[src/hdl/ctcm_pkg.sv]
// Shared types, constants and constant-divisor helpers for the crystal to
// trigger cell map. No dependencies.
package ctcm_pkg;

  // Crystal number range and region boundaries (zero-based crystal offset)
  localparam logic [13:0] N_CRYSTALS = 14'd8736;
  localparam logic [13:0] FWD_END    = 14'd1152;
  localparam logic [13:0] BAR_END    = 14'd7776;

  // Small divisors and their 10-bit reciprocals, floor(1024 / d)
  localparam logic [3:0] DIV3       = 4'd3;
  localparam logic [3:0] DIV5       = 4'd5;
  localparam logic [3:0] DIV9       = 4'd9;
  localparam logic [9:0] DIV3_RECIP = 10'd341;
  localparam logic [9:0] DIV5_RECIP = 10'd204;
  localparam logic [9:0] DIV9_RECIP = 10'd113;

  typedef struct packed {
    logic [9:0] quo;
    logic [3:0] rem;
  } divmod_t;

  // Trigger cell result handed from the cell stage to the ring stage
  typedef struct packed {
    logic [9:0] cell_id;
    logic       sub_index;
    logic       range_error;
  } cell_t;

  // Quotient and remainder of a 10-bit value by a small constant: the
  // reciprocal estimate is low by at most one, so one correction step fixes it.
  function automatic divmod_t divmod_small(input logic [9:0] v, input logic [3:0] d,
                                           input logic [9:0] m);
    logic [19:0] prod;
    logic [9:0]  q;
    logic [9:0]  r;
    divmod_t     res;
    prod = {10'd0, v} * {10'd0, m};
    q = prod[19:10];
    r = v - q * {6'd0, d};
    if (r >= {6'd0, d}) begin
      q = q + 10'd1;
      r = r - {6'd0, d};
    end
    res.quo = q;
    res.rem = r[3:0];
    return res;
  endfunction

endpackage

[src/hdl/crystal_to_trigger_cell_map_unit.sv]
// Path: a crystal passes through the input, cell and result registers, in that order.
// Throughput: one crystal per cycle while out_ready does not stall; cell and ring logic are combinational.
// Any stage advances when the stage after it is empty or moving on.
// Reset: synchronous, active low; clears the stage valid bits only.
// Top level of the crystal to trigger cell map. Depends on ctcm_pkg,
// ctcm_cell_calc and ctcm_ring_calc.
module crystal_to_trigger_cell_map_unit import ctcm_pkg::*; (
  input  logic        clk,
  input  logic        rst_n,
  input  logic        in_valid,
  output logic        in_ready,
  input  logic [13:0] in_crystal_id,
  output logic        out_valid,
  input  logic        out_ready,
  output logic [9:0]  out_cell_id,
  output logic        out_sub_index,
  output logic [4:0]  out_theta_index,
  output logic [5:0]  out_phi_index,
  output logic        out_range_error
);

  logic        s1_valid_r;
  logic [13:0] s1_id_r;
  logic        s2_valid_r;
  cell_t       s2_cell_r;
  cell_t       s2_cell_nxt;
  logic        out_valid_r;
  logic [4:0]  theta_nxt;
  logic [5:0]  phi_nxt;
  logic        out_adv;
  logic        s2_adv;

  // Stage enables: a stage moves when the next one can take it
  assign out_adv  = ~out_valid_r | out_ready;
  assign s2_adv   = ~s2_valid_r | out_adv;
  assign in_ready = ~s1_valid_r | s2_adv;

  ctcm_cell_calc u_cell (
    .crystal_id (s1_id_r),
    .cell_res   (s2_cell_nxt)
  );

  ctcm_ring_calc u_ring (
    .cell_res    (s2_cell_r),
    .theta_index (theta_nxt),
    .phi_index   (phi_nxt)
  );

  // Input register: take a transfer
  always_ff @(posedge clk) begin
    if (!rst_n) begin
      s1_valid_r <= 1'b0;
    end else if (in_ready) begin
      s1_valid_r <= in_valid;
    end
  end

  always_ff @(posedge clk) begin
    if (in_ready && in_valid) begin
      s1_id_r <= in_crystal_id;
    end
  end

  // Cell register: hold while the result register is stalled
  always_ff @(posedge clk) begin
    if (!rst_n) begin
      s2_valid_r <= 1'b0;
    end else if (s2_adv) begin
      s2_valid_r <= s1_valid_r;
    end
  end

  always_ff @(posedge clk) begin
    if (s2_adv && s1_valid_r) begin
      s2_cell_r <= s2_cell_nxt;
    end
  end

  // Result register
  always_ff @(posedge clk) begin
    if (!rst_n) begin
      out_valid_r <= 1'b0;
    end else if (out_adv) begin
      out_valid_r <= s2_valid_r;
    end
  end

  always_ff @(posedge clk) begin
    if (out_adv && s2_valid_r) begin
      out_cell_id     <= s2_cell_r.cell_id;
      out_sub_index   <= s2_cell_r.sub_index;
      out_range_error <= s2_cell_r.range_error;
      out_theta_index <= theta_nxt;
      out_phi_index   <= phi_nxt;
    end
  end

  assign out_valid = out_valid_r;

`ifndef SYNTHESIS
  a_err_zero: assert property (@(posedge clk) disable iff (!rst_n)
    (out_valid && out_range_error) |-> (out_cell_id == 10'd0 && !out_sub_index &&
      out_theta_index == 5'd0 && out_phi_index == 6'd0))
    else $error("range error result carries nonzero fields");

  a_cell_range: assert property (@(posedge clk) disable iff (!rst_n)
    (out_valid && !out_range_error) |-> (out_cell_id >= 10'd1 && out_cell_id <= 10'd576 &&
      out_theta_index <= 5'd16 && out_phi_index <= 6'd35))
    else $error("mapped result outside cell, ring or sector range");

  a_take_input: assert property (@(posedge clk) disable iff (!rst_n)
    (in_valid && in_ready) |=> s1_valid_r)
    else $error("accepted crystal lost at input register");

  a_s2_hold: assert property (@(posedge clk) disable iff (!rst_n)
    (s2_valid_r && !s2_adv) |=> (s2_valid_r && $stable(s2_cell_r)))
    else $error("stalled cell stage changed");
`endif

endmodule

[src/hdl/ctcm_cell_calc.sv]
// Crystal number to trigger cell number, sub-group bit and range flag.
// Depends on ctcm_pkg.
module ctcm_cell_calc import ctcm_pkg::*; (
  input  logic [13:0] crystal_id,
  output cell_t       cell_res
);

  // Ring rule with a period of nine crystals: groups of five and four
  function automatic logic [4:0] nine_group(input logic [9:0] v);
    divmod_t dm;
    dm = divmod_small(v, DIV9, DIV9_RECIP);
    return {dm.quo[3:0], (dm.rem >= 4'd5)};
  endfunction

  logic [13:0] x;
  logic        err;
  logic [9:0]  fwd_tc;
  logic [9:0]  bar_tc;
  logic [9:0]  bwd_tc;
  logic        sub_bit;

  assign x   = crystal_id - 14'd1;
  assign err = (crystal_id == 14'd0) || (crystal_id > N_CRYSTALS);

  // Forward endcap
  always_comb begin
    divmod_t    dm;
    logic [4:0] e;
    logic [9:0] even_add;
    logic [9:0] odd_add;
    logic       pair;
    logic [13:0] d;
    dm       = '0;
    e        = '0;
    even_add = 10'd2;
    odd_add  = 10'd3;
    pair     = 1'b1;
    fwd_tc   = '0;
    d        = '0;
    if (x < 14'd48) begin
      pair   = 1'b0;
      dm     = divmod_small(x[9:0], DIV3, DIV3_RECIP);
      fwd_tc = dm.quo * 10'd5 + 10'd1;
    end else if (x < 14'd96) begin
      pair   = 1'b0;
      d      = x - 14'd48;
      dm     = divmod_small(d[9:0], DIV3, DIV3_RECIP);
      fwd_tc = dm.quo * 10'd5 + 10'd1;
    end else if (x < 14'd160) begin
      pair   = 1'b0;
      d      = x - 14'd96;
      fwd_tc = {2'd0, d[9:2]} * 10'd5 + 10'd1;
    end else if (x < 14'd224) begin
      pair   = 1'b0;
      d      = x - 14'd160;
      fwd_tc = {2'd0, d[9:2]} * 10'd5 + 10'd1;
    end else if (x < 14'd288) begin
      d = x - 14'd224;
      e = d[5:1];
    end else if (x < 14'd672) begin
      d  = x - 14'd288;
      dm = divmod_small(d[9:0], DIV3, DIV3_RECIP);
      e  = dm.quo[4:0];
    end else if (x < 14'd864) begin
      d        = x - 14'd672;
      dm       = divmod_small(d[9:0], DIV3, DIV3_RECIP);
      e        = dm.quo[4:0];
      even_add = 10'd3;
      odd_add  = 10'd2;
    end else if (x < 14'd1008) begin
      d        = x - 14'd864;
      e        = nine_group(d[9:0]);
      even_add = 10'd3;
      odd_add  = 10'd2;
    end else begin
      d        = x - 14'd1008;
      e        = nine_group(d[9:0]);
      even_add = 10'd3;
      odd_add  = 10'd2;
    end
    if (pair) begin
      fwd_tc = (({5'd0, e} * 10'd5) >> 1) + (e[0] ? odd_add : even_add);
    end
  end

  // Barrel: twelve rings by thirty-six sectors of four crystals
  always_comb begin
    logic [13:0] b;
    logic [10:0] q;
    divmod_t     dm;
    logic [5:0]  rem36;
    b      = x - FWD_END;
    q      = b[12:2];
    dm     = divmod_small({1'b0, q[10:2]}, DIV9, DIV9_RECIP);
    rem36  = {dm.rem, q[1:0]};
    bar_tc = {4'd0, rem36} * 10'd12 + 10'd81 + {2'd0, dm.quo[9:2]};
  end

  // Backward endcap
  always_comb begin
    logic [13:0] d;
    divmod_t     dm;
    logic [4:0]  e;
    logic        inner;
    d     = '0;
    dm    = '0;
    e     = '0;
    inner = 1'b0;
    if (x < 14'd7920) begin
      d = x - BAR_END;
      e = nine_group(d[9:0]);
    end else if (x < 14'd8064) begin
      d = x - 14'd7920;
      e = nine_group(d[9:0]);
    end else if (x < 14'd8256) begin
      d  = x - 14'd8064;
      dm = divmod_small(d[9:0], DIV3, DIV3_RECIP);
      e  = dm.quo[4:0];
    end else if (x < 14'd8544) begin
      d     = x - 14'd8256;
      dm    = divmod_small(d[9:0], DIV3, DIV3_RECIP);
      e     = dm.quo[4:0];
      inner = 1'b1;
    end else begin
      d     = x - 14'd8544;
      e     = d[5:1];
      inner = 1'b1;
    end
    if (e[0]) begin
      bwd_tc = {4'd0, e, 1'b0} + 10'd513 - (inner ? 10'd2 : 10'd1);
    end else begin
      bwd_tc = {4'd0, e, 1'b0} + 10'd513 + (inner ? 10'd3 : 10'd2);
    end
  end

  // Sub-group bit, worked on the one-based crystal number
  logic [13:0] id_a, id_b, id_c, id_d, id_e, id_f, id_g, id_h;
  divmod_t     sm_a, sm_b, sm_c, sm_d, sm_e, sm_f;
  logic [3:0]  ra, rc, rd, re, rf;

  assign id_a = crystal_id - 14'd385;
  assign id_b = crystal_id - 14'd771;
  assign id_c = crystal_id - 14'd864;
  assign id_d = crystal_id - 14'd1009;
  assign id_e = crystal_id - 14'd7923;
  assign id_f = crystal_id - 14'd8450;
  assign id_g = crystal_id - 14'd97;
  assign id_h = crystal_id - 14'd1153;
  assign sm_a = divmod_small(id_a[9:0], DIV3, DIV3_RECIP);
  assign sm_b = divmod_small(id_b[9:0], DIV3, DIV3_RECIP);
  assign sm_c = divmod_small(id_c[9:0], DIV9, DIV9_RECIP);
  assign sm_d = divmod_small(id_d[9:0], DIV9, DIV9_RECIP);
  assign sm_e = divmod_small(id_e[9:0], DIV9, DIV9_RECIP);
  assign sm_f = divmod_small(id_f[9:0], DIV3, DIV3_RECIP);
  assign ra   = sm_a.rem;
  assign rc   = sm_c.rem;
  assign rd   = sm_d.rem;
  assign re   = sm_e.rem;
  assign rf   = sm_f.rem;

  always_comb begin
    if (crystal_id <= 14'd96)        sub_bit = 1'b1;
    else if (crystal_id <= 14'd160)  sub_bit = id_g[0] ^ id_g[1];
    else if (crystal_id <= 14'd224)  sub_bit = 1'b0;
    else if (crystal_id <= 14'd384)  sub_bit = 1'b1;
    else if (crystal_id <= 14'd480)  sub_bit = (ra == 4'd1);
    else if (crystal_id <= 14'd672)  sub_bit = 1'b0;
    else if (crystal_id <= 14'd770)  sub_bit = 1'b1;
    else if (crystal_id <= 14'd863)  sub_bit = sm_b.quo[0];
    else if (crystal_id <= 14'd1007) begin
      sub_bit = (rc == 4'd0) || (rc == 4'd1) || (rc == 4'd4) || (rc == 4'd7);
    end
    else if (crystal_id <= 14'd1008) sub_bit = 1'b1;
    else if (crystal_id <= 14'd1152) sub_bit = (rd == 4'd0);
    else if (crystal_id <= 14'd7488) sub_bit = ~id_h[1];
    else if (crystal_id <= 14'd7776) sub_bit = 1'b1;
    else if (crystal_id <= 14'd7922) sub_bit = 1'b0;
    else if (crystal_id <= 14'd8061) begin
      sub_bit = (re == 4'd0) || (re == 4'd1) || (re == 4'd5) || (re == 4'd6);
    end
    else if (crystal_id <= 14'd8062) sub_bit = 1'b0;
    else if (crystal_id <= 14'd8256) sub_bit = 1'b1;
    else if (crystal_id <= 14'd8449) sub_bit = 1'b0;
    else if (crystal_id <= 14'd8542) sub_bit = (rf < 4'd2);
    else                             sub_bit = 1'b1;
  end

  // Select the region; zero everything on an out-of-range number
  always_comb begin
    cell_res.range_error = err;
    if (err) begin
      cell_res.cell_id   = '0;
      cell_res.sub_index = 1'b0;
    end else begin
      cell_res.sub_index = sub_bit;
      if (x < FWD_END)      cell_res.cell_id = fwd_tc;
      else if (x < BAR_END) cell_res.cell_id = bar_tc;
      else                  cell_res.cell_id = bwd_tc;
    end
  end

endmodule

[src/hdl/ctcm_ring_calc.sv]
// Trigger cell number to polar ring index and azimuthal sector index.
// Depends on ctcm_pkg.
module ctcm_ring_calc import ctcm_pkg::*; (
  input  cell_t      cell_res,
  output logic [4:0] theta_index,
  output logic [5:0] phi_index
);

  always_comb begin
    logic [9:0] t0;
    logic [9:0] v;
    logic [9:0] w;
    logic [9:0] w1;
    logic [5:0] h;
    logic [2:0] r;
    divmod_t    dm;
    t0 = cell_res.cell_id - 10'd1;
    v  = t0 - 10'd80;
    w  = t0 - 10'd512;
    w1 = t0 - 10'd513;
    h  = w[6:1];
    r  = '0;
    dm = '0;
    if (cell_res.range_error) begin
      theta_index = '0;
      phi_index   = '0;
    end else if (t0 < 10'd80) begin
      // forward endcap: five cells per pair of sectors
      dm          = divmod_small(t0, DIV5, DIV5_RECIP);
      r           = dm.rem[2:0];
      theta_index = (r < 3'd3) ? {2'd0, r} : {2'd0, 3'd5 - r};
      phi_index   = {dm.quo[4:0], (r >= 3'd3)};
    end else if (t0 < 10'd512) begin
      // barrel: twelve rings per sector, divide by four then by three
      dm          = divmod_small({3'd0, v[8:2]}, DIV3, DIV3_RECIP);
      theta_index = {1'b0, dm.rem[1:0], v[1:0]} + 5'd3;
      phi_index   = dm.quo[5:0];
    end else begin
      // backward endcap: swap neighboring sectors
      if (t0 == 10'd512) theta_index = 5'd16;
      else               theta_index = w1[1] ? 5'd16 : 5'd15;
      phi_index = h ^ 6'd1;
    end
  end

endmodule

[config.mk]
export PLATFORM = sky130hd
export DESIGN_NAME = crystal_to_trigger_cell_map_unit
export DESIGN_NICKNAME = d
export VERILOG_FILES = /design/src/hdl/ctcm_pkg.sv /design/src/hdl/crystal_to_trigger_cell_map_unit.sv /design/src/hdl/ctcm_cell_calc.sv /design/src/hdl/ctcm_ring_calc.sv
export SDC_FILE = /design/constraint.sdc
export NUM_CORES = 1
export LEC_CHECK = 0
export ABC_CLOCK_PERIOD_IN_PS = 16550
export BUFFER_PORTS_ARGS = -buffer_cell sky130_fd_sc_hd__buf_2
export CORE_UTILIZATION = 55
export DETAILED_ROUTE_END_ITERATION = 10
export PLACE_DENSITY_LB_ADDON = 0.05
export RECOVER_POWER = 25
export SYNTH_ARGS = -nofsm -noshare
export SYNTH_HDL_FRONTEND = slang
export SYNTH_SLANG_ARGS = --single-unit
export TNS_END_PERCENT = 20
[constraint.sdc]
create_clock -name clk -period 16.55 [get_ports clk]
set_input_delay 0 -clock clk [delete_from_list [all_inputs] [get_ports clk]]
set_output_delay 0 -clock clk [all_outputs]
set_load 0.01 [all_outputs]
== After elaboration in Yosys (flattened, before gate mapping) ==
Index checks and enable logic that the tools add are counted.
Widths: inputs -> output; s select.

* Add/subtract/negate cells: 84
* Multipliers: 44
* Div/mod/pow operators: 0
* Order comparisons: 62
* Eq/ne operators: 8
* Shifts and indexed selects: 0
* Muxes and demuxes: 121
* Bitwise logic cells: 9
* Reduce and logical (&&, ||, !) cells: 14

{| class="wikitable"
|+ Operators by type and width
! kind !! number
|-
| $mux 10 || 25
|-
| $sub 10x10->10 || 18
|-
| $mul 10x9->19 const B || 9
|-
| $mux 4 || 33
|-
| $mul 10x7->17 const B || 7
|-
| $mux 5 || 21
|-
| $ge 10x2->1 const B || 10
|-
| $sub 10x10->10 const B || 10
|-
| $mul 9x2->10 const B || 9
|-
| $ge 10x4->1 const B || 8
|-
| $le 14x10->1 const B || 5
|-
| $le 14x13->1 const B || 5
|-
| $mul 7x4->10 const B || 7
|-
| $le 14x14->1 const B || 3
|-
| $lt 14x10->1 const B || 3
|-
| $lt 14x13->1 const B || 3
|-
| $add 10x1->10 const B || 4
|-
| $sub 4x4->4 const B || 8
|-
| $mul 8x3->10 const B || 3
|-
| $mux 1 || 30
|-
| $sub 10x9->10 const B || 3
|-
| $le 14x8->1 const B || 2
|-
| $le 14x9->1 const B || 2
|-
| $lt 14x14->1 const B || 2
|-
| other kinds (63) || 112
|}

* Register bits after elaboration: 52
* Latch bits: 0
* RAM bits: 0
* Memory bits (read-only): 0
* Input bits: 18
* Word-level logic and storage cells: 354
* Memories: 0

== Longest topological paths before layout ==
* Word-level depth: 28
* Depth in mapped cells: 58
* Mapped depth without buffers: 55

== By module ==
From an unflattened synthesis, not the netlist that was laid out.

* Cells, all modules: 4,631
* Area, all modules: 40,370.0 µm²

{| class="wikitable"
|+ Modules (own cells, without submodules)
! module !! times used !! cells each !! area an instance (µm²) !! sequential area each (µm²)
|-
| ctcm_cell_calc || 1 || 4,090 || 34,808.4 || 0.0
|-
| ctcm_ring_calc || 1 || 479 || 3,952.5 || 0.0
|-
| crystal_to_trigger_cell_map_unit || 1 || 62 || 1,609.0 || 1,531.5
|}

== Worst setup path after synthesis ==
OpenSTA, ideal clock, no wires.

* Path type: register to register
* From: register s1_id_r[1]
* To: register s2_cell_r[6] (netlist bit) (data pin)
* Data arrival time: 13.155 ns
* Data required time: 16.277 ns
* Slack: 3.122 ns
* Stages on the path, launching flop included: 55
* Buffers on the path: 1
* Period minus slack after synthesis: 13.428 ns
* Cell sequence: edfxtp_1 -> clkbuf_1 -> inv_1 -> ha_1 -> a21boi_1 -> o21ai_0 -> xnor2_1 -> inv_1 -> ha_1 -> xnor2_1 -> inv_1 -> ha_1 -> ha_1 -> fa_1 -> inv_1 -> fa_1 -> inv_1 -> ha_1 -> [19 not listed] -> xor2_1 -> nor2_1 -> a21oi_1 -> o21ai_0 -> a21oi_1 -> ha_1 -> ha_1 -> inv_1 -> fa_1 -> nand2b_1 -> nor2_1 -> xnor2_1 -> nor2_1 -> a211oi_1 -> a211oi_1 -> a21oi_1 -> o221ai_1 -> a21oi_1

* Longest elaborated chain between the ends: 28
* Elaborated cells on any way between the ends: 192
* Those cells by class: add/sub: 52; mul: 28; order compare: 30; mux: 80; reduce/logical: 2

{| class="wikitable"
|+ RTL lines
! element !! line !! RTL
|-
| start: declaration || crystal_to_trigger_cell_map_unit.sv:23 || <nowiki>logic [13:0] s1_id_r;</nowiki>
|-
| start signal: assignment || crystal_to_trigger_cell_map_unit.sv:60 || <nowiki>s1_id_r <= in_crystal_id;</nowiki>
|-
| $sub 14x1->14 || ctcm_cell_calc.sv:22 || <nowiki>assign x = crystal_id - 14'd1;</nowiki>
|-
| $sub 10x10->10 (on tied branches) || ctcm_cell_calc.sv:76, ctcm_cell_calc.sv:71 ||
|-
| $mul 10x7->17 || ctcm_pkg.sv:38 || <nowiki>prod = {10'd0, v} * {10'd0, m};</nowiki>
|-
| $mul 7x4->10 || ctcm_pkg.sv:40 || <nowiki>r = v - q * {6'd0, d};</nowiki>
|-
| $sub 10x10->10 || ctcm_pkg.sv:40 ||
|-
| $ge 10x4->1 or $sub 4x4->4 (tied branches) || ctcm_pkg.sv:41, ctcm_pkg.sv:43 ||
|-
| $mux 4 || ctcm_pkg.sv:41 || <nowiki>if (r >= {6'd0, d}) begin</nowiki>
|-
| $mux 4 || ctcm_cell_calc.sv:70 || <nowiki>end else if (x < 14'd1008) begin</nowiki>
|-
| [12 not listed] || - ||
|-
| $mux 5 || ctcm_cell_calc.sv:53 || <nowiki>end else if (x < 14'd224) begin</nowiki>
|-
| $mux 5 || ctcm_cell_calc.sv:49 || <nowiki>end else if (x < 14'd160) begin</nowiki>
|-
| $mux 5 || ctcm_cell_calc.sv:44 || <nowiki>end else if (x < 14'd96) begin</nowiki>
|-
| $mux 5 || ctcm_cell_calc.sv:40 || <nowiki>if (x < 14'd48) begin</nowiki>
|-
| $mul 5x3->8 or $mux 10 (tied branches) || ctcm_cell_calc.sv:82 || <nowiki>fwd_tc = (({5'd0, e} * 10'd5) >> 1) + (e[0] ? odd_add : even_add);</nowiki>
|-
| $add 7x10->10 || ctcm_cell_calc.sv:82 ||
|-
| $mux 10 || ctcm_cell_calc.sv:81 || <nowiki>if (pair) begin</nowiki>
|-
| $mux 10 || ctcm_cell_calc.sv:196 || <nowiki>if (x < FWD_END) cell_res.cell_id = fwd_tc;</nowiki>
|-
| end signal: assignment || crystal_to_trigger_cell_map_unit.sv:75 || <nowiki>s2_cell_r <= s2_cell_nxt;</nowiki>
|-
| end: declaration || crystal_to_trigger_cell_map_unit.sv:25 || <nowiki>cell_t s2_cell_r;</nowiki>
|}

Parallel ways exist; a longest one is shown, timed or not. The select of a mux whose other input is x is not followed.
A chain may end at the register's enable or synchronous reset.

== Final worst setup path ==
Same ends and word-level chain as after synthesis.

==> results.yml <==
timing:
  worst_slew_margin_rel_pct: 20.5
  tightestPinTransition_ns: 1.18
  fin_setup_tns_ns: 0
  finalWorstSetupSlack_ns: 2.31
  max_freq_mhz: 70.2
  drv_slew: 0
  rsz0062_at_grt: "false"
  fin_skew_ns: 0.0109
  finalHoldViolations: 0
  finalCriticalPeriod_ns: 14.24
  finalSetupViolCount: 0
  fin_crit_sh_pct: 86.0
hold_path:
  min_from: "out_ready"
  whs_endpoint: "out_valid$_SDFFE_PN0P_"
  holdPathStages: 3
  hold_class: "input port to flip-flop"
synthesis:
  synth_top_area_cell: "ha_1"
  ys_seq_area_share_pct: 3.85
  mappedNetlistArea_um2: 39800
  yosysWarnings: 0
  yosys-top-cells-area: "ha_1, fa_1, xnor2_1, inv_1, edfxtp_1"
  yosysTopAreaCellShare_pct: 32.6
  ys.flop_type: "edfxtp_1"
  synth_cells: 4548
  avgSynthCellArea_um2: 8.74
  synth_cell_types: 99
  synth_seq_cells: 52
  synth_nets: 5960
  async_reset_ff_share_pct: 0
  synth_edf_count: 49
placement:
  numPortBuffers: 42
  gp_congestion: 0.945
  dpl-instance-area_um2: 41400
  place_ws_ns: 2.65
  dp_hpwl_um: 88400
layout:
  mostFrequentLayoutCells: "ha_1, inv_1, fa_1"
  nets: 6026
  multi_input_area_um2: 35300
  fillCellCount: 6682
  final_common_cell: "ha_1"
  area_delta_synth_final_pct: 4.89
  final_util_pct: 58.3
  regArea_um2: 1530
  layout-drive-gt1-share_pct: 3.51
  postLayoutCellArea_um2: 41700
critical_path:
  crit_required_ns: 16.74
  arrival_ns: 14.43
  path_common_cell: "ha_1"
  crit_type: "flip-flop to flip-flop"
  cp_slowest_cell: "edfxtp_1"
  start_kind: "flip-flop"
  reg2reg_slack_ns: 2.31
  cp_num_buf_inv: 6
  cp_top_family: "adder cells"
  rr_startpoint: "s1_id_r[1]$_DFFE_PP_"
  max_stage_delay_ns: 0.75
  crit_fanout: 22
  r2r_end: "s2_cell_r[6]$_SDFFCE_PP0P_"
  reg2reg_depth: 52
  crit_path_end_kind: "flip-flop"
floorplan:
  io_pins: 43
  die_h_um: 271
  die_area_um2: 73400
  initial_core_util_pct: 55.6
  die_w_um: 271
  placementRows: 98
  coreArea_um2: 71500
clock_network:
  cts-hold-fix-buffers: 16
  cts_buffers: 5
  clk_latency_ns: 0.32
  cts_resized: 0
  post_cts_buffers: 0
  cts.sinks: 52
  cts_root_buf: "clkbuf_16"
  cts_tree: "yes"
  path_clk_slew_ns: 0.09
  htreeDepth: 2
  clock_path_buffers: 2
grt:
  grt_max_degree: 43
  grtUsageMet1_pct: 39.7
  grt_use_met3_pct: 1.48
  top_usage_layer: "met2"
  grt_pass1_wl_um: 169000
  use_met2_pct: 49.0
  grt_usage_pct: 28.8
  grt_antenna_before_repair: 1
  grt_pass1_vias: 31800
  grt_remaining_overflow: 0
drt:
  vias: 31800
  drtAntennaViolNets: 0
  drt_iter0_drc: 2209
  drtPass1Iterations: 8
  route.detailed.drc: 0
  wirelength_um: 104000
  viasPerCell: 5.71
  wl_per_cell_um: 18.7
run:
  drv_cap: 0
status:
  status: "finished clean"
-- cell families after synthesis --
kind of cell	count (synthesis)	synth area share, %
AO/OA/AOI/OAI	887	14.5
XOR/XNOR	497	11.3
adder cells (fa/ha/maj)	1395	50.6
buffers and inverters	787	7.50
flip-flops	52	3.85
multiplexers	23	0.595
AND/OR/NAND/NOR	907	11.5
-- worst max path at each step --
stage | startpoint | slack [ns] | cells after the start | to
after global placement | s1_id_r[1]$_DFFE_PP_ | 2.87 | 52 | s2_cell_r[6]$_SDFFCE_PP0P_
final | s1_id_r[1]$_DFFE_PP_ | 2.31 | 52 | s2_cell_r[6]$_SDFFCE_PP0P_
after CTS | s1_id_r[1]$_DFFE_PP_ | 2.59 | 52 | s2_cell_r[6]$_SDFFCE_PP0P_
after detailed placement | s1_id_r[1]$_DFFE_PP_ | 2.65 | 52 | s2_cell_r[6]$_SDFFCE_PP0P_
after floorplan | s1_id_r[1]$_DFFE_PP_ | 3.12 | 54 | s2_cell_r[6]$_SDFFCE_PP0P_
after global routing | s1_id_r[1]$_DFFE_PP_ | 1.23 | 52 | s2_cell_r[6]$_SDFFCE_PP0P_
-- flip-flops by register name, indices dropped and copies added, names as in the netlist --
| signal | cells |
|---|---|
| s1_id_r | 14 |
| s2_cell_r | 12 |
| out_cell_id | 10 |
| out_phi_index | 6 |
| out_theta_index | 5 |
| out_range_error | 1 |
| out_sub_index | 1 |
| out_valid | 1 |
| s1_valid_r | 1 |
| s2_valid_r | 1 |
-- Yosys cell counts, drive strengths merged, types with 22 or more instances --
library cell,count
ha,1036
nand3,61
o21a,66
a21o,69
a21oi,242
a211oi,36
and3,33
nor3,91
clkbuf,37
xnor2,335
o21ai,188
fa,358
xor2,152
a31oi,41
and2,22
nand2b,55
nand2,190
or2,22
inv,731
edfxtp,49
o21bai,24
nor2,240
or3,22
o211ai,29
nor2b,72
-- per-stage QoR --
step                hold WS, ns  std cells
floorplan                0.0989       4548
global placement          0.178       5541
detailed placement        0.179       5541
CTS                      0.0613       5565
global route             0.0834       5565
finish                   0.0823       5567
-- worst reg2reg max path: cells and delay by family (launching register included) --
kind / cells / cell delay [ns]
compound gates: 18 / 4.23
xor+xnor: 5 / 1.22
fa+ha+maj: 13 / 4.82
buf+inv: 6 / 1.46
flops: 1 / 0.75
simple gates: 10 / 1.58
-- cell type report --
cell class | count | share of cell area [%]
Antenna cell | 2 | 0.0120
Clock buffer | 5 | 0.300
Clock inverter | 3 | 0.0690
Inverter | 733 | 6.60
Multi-Input combinational cell | 3709 | 84.7
Sequential cell | 52 | 3.67
Tap cell | 950 | 2.85
Timing Repair Buffer | 113 | 1.84
-- metal layers --
layer / part of all wire [%] / wire, um
met1: 47 / 48900
met4: 2.7 / 2800
met2: 46 / 47900
met3: 4.2 / 4360
met5: 0 / 0
Power is left out: the tool's default activity adds up to more than one toggle a clock period on the data nets, which glitch-free logic cannot reach.
